`config.mk`:
```
export PLATFORM = sky130hd
export DESIGN_NAME = divisor_count_match_tally
export DESIGN_NICKNAME = d
export VERILOG_FILES = /design/src/rtl/dcmt_pkg.sv /design/src/rtl/dcmt_rem_unit.sv /design/src/rtl/divisor_count_match_tally.sv
export SDC_FILE = /design/constraint.sdc
export NUM_CORES = 1
export LEC_CHECK = 0
export BUFFER_PORTS_ARGS = -buffer_cell sky130_fd_sc_hd__buf_2
export CAP_MARGIN = 20
export CORE_ASPECT_RATIO = 0.6
export CORE_MARGIN = 4
export CORE_UTILIZATION = 54
export CTS_BUF_LIST = sky130_fd_sc_hd__clkbuf_16
export DETAILED_ROUTE_END_ITERATION = 7
export PLACE_DENSITY = 0.84
export SYNTH_ARGS = -nofsm -noshare
export SYNTH_HDL_FRONTEND = slang
export SYNTH_SLANG_ARGS = --single-unit
```
`constraint.sdc`:
```
create_clock -name clk_i -period 2.9 [get_ports clk_i]
set_input_delay 0.58 -clock clk_i [delete_from_list [all_inputs] [get_ports clk_i]]
set_output_delay 0.58 -clock clk_i [all_outputs]
set_load 0.02 [all_outputs]
```
`src/rtl/dcmt_pkg.sv`:
```
// ----------------------------------------------------------------------------
// dcmt_pkg: shared constants and types of the divisor count tally
// Widths of the trial divisor datapath and the control words between the
// sequencer and the bit-serial remainder unit.
// ----------------------------------------------------------------------------
package dcmt_pkg;

  // number width used for counting (low bits of the number field)
  localparam int NUMBER_WIDTH = 17;

  // fixed field widths of the stream words
  localparam int NUM_FIELD_WIDTH = 17;
  localparam int TOTAL_WIDTH     = 8;
  localparam int TALLY_WIDTH     = 17;
  localparam int TARGET_WIDTH    = 8;

  // trial divisor holds floor(sqrt(n)) + 1, the square gets twice that
  localparam int DIV_WIDTH = (NUMBER_WIDTH + 1) / 2 + 1;
  localparam int SQ_WIDTH  = 2 * DIV_WIDTH;
  localparam int CNT_WIDTH = $clog2(NUMBER_WIDTH);

  localparam logic [TOTAL_WIDTH-1:0]  TOTAL_MAX = {TOTAL_WIDTH{1'b1}};
  localparam logic [TALLY_WIDTH-1:0]  TALLY_MAX = {TALLY_WIDTH{1'b1}};
  localparam logic [TARGET_WIDTH-1:0] TARGET_RESET = TARGET_WIDTH'(8);

  // request to the remainder unit
  typedef struct packed {
    logic                    start;
    logic [NUMBER_WIDTH-1:0] dividend;
    logic [DIV_WIDTH-1:0]    divisor;
  } div_cmd_t;

  // answer from the remainder unit
  typedef struct packed {
    logic done;
    logic rem_zero;
  } div_sts_t;

endpackage

```
`src/rtl/dcmt_rem_unit.sv`:
```
// ----------------------------------------------------------------------------
// dcmt_rem_unit: bit-serial remainder unit
// Restoring division, one dividend bit per cycle, most significant first.
// Reports whether the remainder is zero with a one-cycle done pulse.
// ----------------------------------------------------------------------------
module dcmt_rem_unit (
  input  logic               clk_i,
  input  logic               rst_ni,
  input  dcmt_pkg::div_cmd_t cmd_i,
  output dcmt_pkg::div_sts_t sts_o
);

  logic                              active_q, active_d;
  logic                              done_q, done_d;
  logic [dcmt_pkg::CNT_WIDTH-1:0]    cnt_q, cnt_d;
  logic [dcmt_pkg::NUMBER_WIDTH-1:0] shift_q, shift_d;
  logic [dcmt_pkg::DIV_WIDTH-1:0]    div_q, div_d;
  logic [dcmt_pkg::DIV_WIDTH-1:0]    rem_q, rem_d;
  logic [dcmt_pkg::DIV_WIDTH:0]      trial;
  logic [dcmt_pkg::DIV_WIDTH:0]      diff;

  // partial remainder with the next dividend bit shifted in
  assign trial = {rem_q, shift_q[dcmt_pkg::NUMBER_WIDTH-1]};
  assign diff  = trial - {1'b0, div_q};

  // step sequencing
  always_comb begin
    active_d = active_q;
    done_d   = 1'b0;
    cnt_d    = cnt_q;
    shift_d  = shift_q;
    div_d    = div_q;
    rem_d    = rem_q;
    if (cmd_i.start) begin
      active_d = 1'b1;
      cnt_d    = '0;
      shift_d  = cmd_i.dividend;
      div_d    = cmd_i.divisor;
      rem_d    = '0;
    end else if (active_q) begin
      if (trial >= {1'b0, div_q}) begin
        rem_d = diff[dcmt_pkg::DIV_WIDTH-1:0];
      end else begin
        rem_d = trial[dcmt_pkg::DIV_WIDTH-1:0];
      end
      shift_d = {shift_q[dcmt_pkg::NUMBER_WIDTH-2:0], 1'b0};
      cnt_d   = cnt_q + 1'b1;
      if (cnt_q == dcmt_pkg::CNT_WIDTH'(dcmt_pkg::NUMBER_WIDTH - 1)) begin
        active_d = 1'b0;
        done_d   = 1'b1;
      end
    end
  end

  // control state
  always_ff @(posedge clk_i or negedge rst_ni) begin
    if (!rst_ni) begin
      active_q <= 1'b0;
      done_q   <= 1'b0;
      cnt_q    <= '0;
    end else begin
      active_q <= active_d;
      done_q   <= done_d;
      cnt_q    <= cnt_d;
    end
  end

  // datapath
  always_ff @(posedge clk_i) begin
    shift_q <= shift_d;
    div_q   <= div_d;
    rem_q   <= rem_d;
  end

  assign sts_o.done     = done_q;
  assign sts_o.rem_zero = (rem_q == '0);

endmodule

```
`src/rtl/divisor_count_match_tally.sv`:
```
// ----------------------------------------------------------------------------
// divisor_count_match_tally: divisor count by trial division with match tally
//
//   channel  dir  handshake                      payload
//   s_axis   in   s_axis_tvalid/s_axis_tready    tdata number, tuser restart
//   m_axis   out  m_axis_tvalid/m_axis_tready    tdata total, tally; tuser match
//   cfg      in   cfg_valid_i/cfg_ready_o        cfg_data_i target divisors
//
// Each trial divisor b = 1, 2, ... while b*b <= n passes through one compare
// step, NUMBER_WIDTH steps in the bit-serial remainder unit and one update
// step; the result word is registered in a final step, and only after that
// is the next input word taken. Reset clears the tally, sets the target to
// eight and empties the result register; no clearing pass. A new word is taken
// while a result waits; a stalled result holds the sequencer in its final step.
// ----------------------------------------------------------------------------
module divisor_count_match_tally (
  input  logic        clk_i,
  input  logic        rst_ni,
  input  logic        s_axis_tvalid,
  output logic        s_axis_tready,
  input  logic [23:0] s_axis_tdata,   // [16:0] number, [23:17] zero
  input  logic [0:0]  s_axis_tuser,   // [0] restart
  output logic        m_axis_tvalid,
  input  logic        m_axis_tready,
  output logic [31:0] m_axis_tdata,   // [7:0] divisor_total, [24:8] match_tally, [31:25] zero
  output logic [0:0]  m_axis_tuser,   // [0] is_match
  input  logic        cfg_valid_i,
  output logic        cfg_ready_o,
  input  logic [7:0]  cfg_data_i
);

  localparam logic [1:0] ST_IDLE   = 2'd0;
  localparam logic [1:0] ST_CHECK  = 2'd1;
  localparam logic [1:0] ST_DIV    = 2'd2;
  localparam logic [1:0] ST_FINISH = 2'd3;

  logic [1:0]                        state_q, state_d;
  logic [dcmt_pkg::NUMBER_WIDTH-1:0] num_q, num_d;
  logic [dcmt_pkg::DIV_WIDTH-1:0]    b_q, b_d;
  logic [dcmt_pkg::SQ_WIDTH-1:0]     sq_q, sq_d;
  logic [dcmt_pkg::TOTAL_WIDTH-1:0]  count_q, count_d;
  logic [dcmt_pkg::TALLY_WIDTH-1:0]  tally_q, tally_d;
  logic [dcmt_pkg::TARGET_WIDTH-1:0] target_q;
  logic                              out_valid_q, out_valid_d;
  logic [dcmt_pkg::TOTAL_WIDTH-1:0]  out_total_q, out_total_d;
  logic [dcmt_pkg::TALLY_WIDTH-1:0]  out_tally_q, out_tally_d;
  logic                              out_match_q, out_match_d;
  logic [dcmt_pkg::SQ_WIDTH-1:0]     num_ext;
  logic [dcmt_pkg::TOTAL_WIDTH:0]    count_sum;
  logic [1:0]                        count_inc;
  logic                              in_take;
  logic                              match;
  dcmt_pkg::div_cmd_t                div_cmd;
  dcmt_pkg::div_sts_t                div_sts;

  assign s_axis_tready = (state_q == ST_IDLE);
  assign in_take       = s_axis_tvalid && s_axis_tready;
  assign cfg_ready_o   = 1'b1;

  assign num_ext   = dcmt_pkg::SQ_WIDTH'(num_q);
  assign count_inc = (sq_q == num_ext) ? 2'd1 : 2'd2;
  assign count_sum = {1'b0, count_q} + dcmt_pkg::TOTAL_WIDTH'(count_inc);
  assign match     = (count_q == target_q);

  // remainder request for the current trial divisor
  assign div_cmd.start    = (state_q == ST_CHECK) && (sq_q <= num_ext);
  assign div_cmd.dividend = num_q;
  assign div_cmd.divisor  = b_q;

  dcmt_rem_unit u_rem (
    .clk_i  (clk_i),
    .rst_ni (rst_ni),
    .cmd_i  (div_cmd),
    .sts_o  (div_sts)
  );

  // sequencer over the trial divisors
  always_comb begin
    state_d     = state_q;
    num_d       = num_q;
    b_d         = b_q;
    sq_d        = sq_q;
    count_d     = count_q;
    tally_d     = tally_q;
    out_valid_d = out_valid_q;
    out_total_d = out_total_q;
    out_tally_d = out_tally_q;
    out_match_d = out_match_q;
    if (m_axis_tready) begin
      out_valid_d = 1'b0;
    end
    unique case (state_q)
      ST_IDLE: begin
        if (in_take) begin
          num_d   = dcmt_pkg::NUMBER_WIDTH'(s_axis_tdata[dcmt_pkg::NUM_FIELD_WIDTH-1:0]);
          b_d     = dcmt_pkg::DIV_WIDTH'(1);
          sq_d    = dcmt_pkg::SQ_WIDTH'(1);
          count_d = '0;
          if (s_axis_tuser[0]) begin
            tally_d = '0;
          end
          state_d = ST_CHECK;
        end
      end
      ST_CHECK: begin
        if (sq_q <= num_ext) begin
          state_d = ST_DIV;
        end else begin
          state_d = ST_FINISH;
        end
      end
      ST_DIV: begin
        if (div_sts.done) begin
          if (div_sts.rem_zero) begin
            count_d = count_sum[dcmt_pkg::TOTAL_WIDTH] ? dcmt_pkg::TOTAL_MAX
                                                       : count_sum[dcmt_pkg::TOTAL_WIDTH-1:0];
          end
          // (b+1)^2 = b^2 + 2b + 1
          sq_d    = sq_q + dcmt_pkg::SQ_WIDTH'({b_q, 1'b1});
          b_d     = b_q + 1'b1;
          state_d = ST_CHECK;
        end
      end
      ST_FINISH: begin
        if (!out_valid_q || m_axis_tready) begin
          if (match && (tally_q != dcmt_pkg::TALLY_MAX)) begin
            tally_d = tally_q + 1'b1;
          end
          out_valid_d = 1'b1;
          out_total_d = count_q;
          out_match_d = match;
          out_tally_d = (match && (tally_q != dcmt_pkg::TALLY_MAX)) ? tally_q + 1'b1
                                                                     : tally_q;
          state_d     = ST_IDLE;
        end
      end
      default: begin
        state_d = ST_IDLE;
      end
    endcase
  end

  // control state and configuration
  always_ff @(posedge clk_i or negedge rst_ni) begin
    if (!rst_ni) begin
      state_q     <= ST_IDLE;
      tally_q     <= '0;
      target_q    <= dcmt_pkg::TARGET_RESET;
      out_valid_q <= 1'b0;
    end else begin
      state_q     <= state_d;
      tally_q     <= tally_d;
      out_valid_q <= out_valid_d;
      if (cfg_valid_i && cfg_ready_o) begin
        target_q <= cfg_data_i;
      end
    end
  end

  // working registers and result word
  always_ff @(posedge clk_i) begin
    num_q       <= num_d;
    b_q         <= b_d;
    sq_q        <= sq_d;
    count_q     <= count_d;
    out_total_q <= out_total_d;
    out_tally_q <= out_tally_d;
    out_match_q <= out_match_d;
  end

  assign m_axis_tvalid = out_valid_q;
  assign m_axis_tdata  = {7'd0, out_tally_q, out_total_q};
  assign m_axis_tuser  = out_match_q;

endmodule

```
==> impl_results.md <==
* Pin slew with the least headroom to its limit at just over 900 ps
* Total routed wirelength at 18600 um
* DR vias/cell at between 5 and 6
* Pre-CTS WS at 20.9 ps
* Ys async rst share at 0.229
* Critical Path AT at ~3300 ps
* Worst r2r dst: tally_q[7]
* Die width at ~170 um
* Layout cells sized above 1 at 0.245
* First-pass GRT wire length at ~28000 um
* Failing checks: negative setup slack
* Crit-path leading delay family: simple AND/OR/NAND/NOR gates
* Yosys top cell area share at 0.400
* Grt ovf at 0
* Status: complete, but fails checks
* FILL cells at 1019
* 1st-iter DRT viols at 589
* Utilization after layout at 0.666
* Initial core utilization at 0.555
* Req. time, crit path at around 3200 ps
* Gr usage total at 0.211
* Tightest Hold Check Type: primary input to async pin
* Total core area at between 10000 and 15000 um^2
* Most frequent cells in the layout: 108 x edfxtp_1, 58 x buf_2, 50 x nor2_1
* DRC Markers at 0
* RePlAce Congestion at a little under 0.9
* Largest net degree at the start of global routing at 36
* CP peak stage delay at between 300 and 400 ps
* Reg2reg path depth at 13
* M1 wire length at ~9000 um
* # hold bufs at CTS at 0
* Ys Warns at 0
* Worst Setup End Kind: register
* CTS tree: done
* Power, Total at about 4.7 mW
* Clk buf depth at 2
* Most common cell after layout, fill and taps aside: edfxtp_1
* Fin Clk Skew at 11.2 ps
* Area contributors post-synth: edfxtp_1 40%, dfrtp_1 11%, ha_1 6.8%
* Hold Slack at about 250 ps
* Peak Freq at about 340 MHz
* CP Launch Type: register
* Number of synthesized flops with an enable pin at ~110
* Crit-path slowest cell: dfrtp_1
* Top sig layer: met4
* Yosys reg bits at ~150
* Finished Cell Area at 9710 um^2
* Clock H-tree levels at 4
* Yosys cell types at a little over 60
* Total Nets Final at about 900
* RSZ-0062 raised after global routing: true
* PortBufs at 58
* CP max FO at 7
* Wire length per cell at ~18 um
* Endpoints failing setup at 1
* Final WS setup at -77.6 ps
* Rel. slew slack at 0.390
* Cell Area, Synth at ~8000 um^2
* Crit path cell chain: and4_1, and3_4, and2_4, and3_4, and3_4, ha_4, nand3b_1, buf_6, nor4_4, buf_6, a31oi_1, o21ai_0, o31ai_2
* Number of global-route vias before repair at ~5400
* Final hold violations at 0
* Critical path class: register to register
* Diode count at 0
* Reg-to-Reg Start: tally_q[3]
* Synth Flop Type: edfxtp_1
* Pwr/cell area at around 490 nW/um^2
* Clock Latency Late Sink at about 420 ps
* Vias post-DR at between 5000 and 6000
* Worst VDD drop at around 320 uV
* Post-synth top area cell: edfxtp_1
* Max-cap check violation count at 0
* P_leak at between 3 and 4 nW
* Placement Cell Area at around 8800 um^2
* Clock sinks at about 150
* Detailed placer's ending HPWL at 12300 um
* Avg Cell Area, Syn at approximately 11 um^2
* # rows at 34
* Initial antenna violation count at 0
* Io pins at between 70 and 80
* Slew Viols, Final at 0
* Detailed-router iteration count before antenna repair at 6
* Tcrit/Tclk final at 1.03
* Crit path buffers/inverters at 2
* Register-to-Register Setup Slack at -80 ps
* Worst-path clk slew at roughly 70 ps
* Most used cell, CP: and3_4
* Post-route minimum period at around 3000 ps
* P&R area growth vs syn at 19.9%
* Cts bufs inserted at 17
* Die height at ~100 um
* Root Buffer: clkbuf_16
* Post-synthesis sequential area ratio at 0.533
* Full die area at 17100 um^2
* WL met2 at roughly 8100 um
* Mapped Cells at a little over 700
* Routed Antenna Nets at 0
* Met3 wire length at 1250 um
## flip-flops by register name (all words and copies together) (netlist names)
name and count:
b_q 10, count_q 8, m_axis_tuser 1, m_axis_tvalid 1, num_q 17, out_tally_q 17
out_total_q 8, sq_q 20, state_q 2, tally_q 17, target_q 8, u_rem.active_q 1
u_rem.cnt_q 5, u_rem.div_q 10, u_rem.done_q 1, u_rem.rem_q 10, u_rem.shift_q 17
## timing repair
action / in CTS / in global routing
setup buffers: 2 / 13
gates cloned: 0 / 2
pin swaps: 1 / 15
resized for setup: 1 / 47
endpoints found under the hold margin: 0 / 0
setup endpoints to repair: 4 / 34
## layout make-up
cell class | instances | area, um^2 | share of cell area
Multi-Input combinational cell | 487 | 3670 | 0.378
Sequential cell | 153 | 4320 | 0.445
Timing Repair Buffer | 105 | 683 | 0.0703
Clock inverter | 14 | 168 | 0.0173
Clock buffer | 18 | 450 | 0.0464
Tap cell | 198 | 248 | 0.0255
Inverter | 46 | 173 | 0.0178
## power breakdown
part	total, mW	internal [mW]	switching, mW
sequential	2.34	2.33	0.00900
clock	2.32	1.41	0.913
combinational	0.0814	0.0354	0.0460
## layer usage
metal  GRT usage  vias to the layer above
li1            -                     2794
met3      0.0425                       26
met4      0.0665                        0
met5           0                        -
met1       0.322                     2879
met2       0.305                      231
## worst max-delay path by stage
stage	start	endpoint	slack, ps	cells past startpoint
after global routing	sq_q[10]	count_q[6]	-160	11
after floorplan	tally_q[2]	out_tally_q[5]	-30	12
after global placement	tally_q[5]	tally_q[9]	80	12
after CTS	sq_q[18]	count_q[3]	20	10
after detailed placement	tally_q[5]	tally_q[9]	20	12
final	tally_q[3]	tally_q[7]	-80	13
## cells by family (layout without fill, tap and decap cells)
| family | after synthesis | after routing | share of synthesized area |
|---|---|---|---|
| and+or+nand+nor | 205 | 205 | 0.129 |
| DFF | 153 | 153 | 0.533 |
| AOI/OAI and AO/OA | 139 | 139 | 0.114 |
| buffers and inverters | 75 | 183 | 0.0411 |
| xor gates and xnor gates | 48 | 48 | 0.0519 |
| adders and majority gates | 47 | 47 | 0.0754 |
| muxes | 40 | 40 | 0.0552 |
| other | 2 | 8 | 0.000927 |
## worst reg2reg max path, cell delays in order (launching register included)
cell and delay, ps:
dfrtp_1 380, and4_1 230, and3_4 200, and2_4 160
and3_4 170, and3_4 190, ha_4 140, nand3b_1 240
buf_6 180, nor4_4 190, buf_6 180, a31oi_1 100
o21ai_0 330, o31ai_2 150
## cells in the mapped netlist, drive strengths merged, types with 16 or more instances
master / number
edfxtp: 108
mux2: 28
xnor2: 34
nand2: 45
dfrtp: 34
nor2: 50
o21ai: 34
buf: 16
a21oi: 33
ha: 44
nand3: 17
inv: 45
## metrics by stage
step / setup TNS [ps] / std cells
3_5_place_dp: 0 / 972
4_1_cts: 0 / 1006
3_3_place_gp: 0 / 972
6_report: -77.6 / 1021
2_1_floorplan: -29.7 / 715
5_1_grt: -1320 / 1021
No activity file was read; power rests on OpenSTA's default activity.
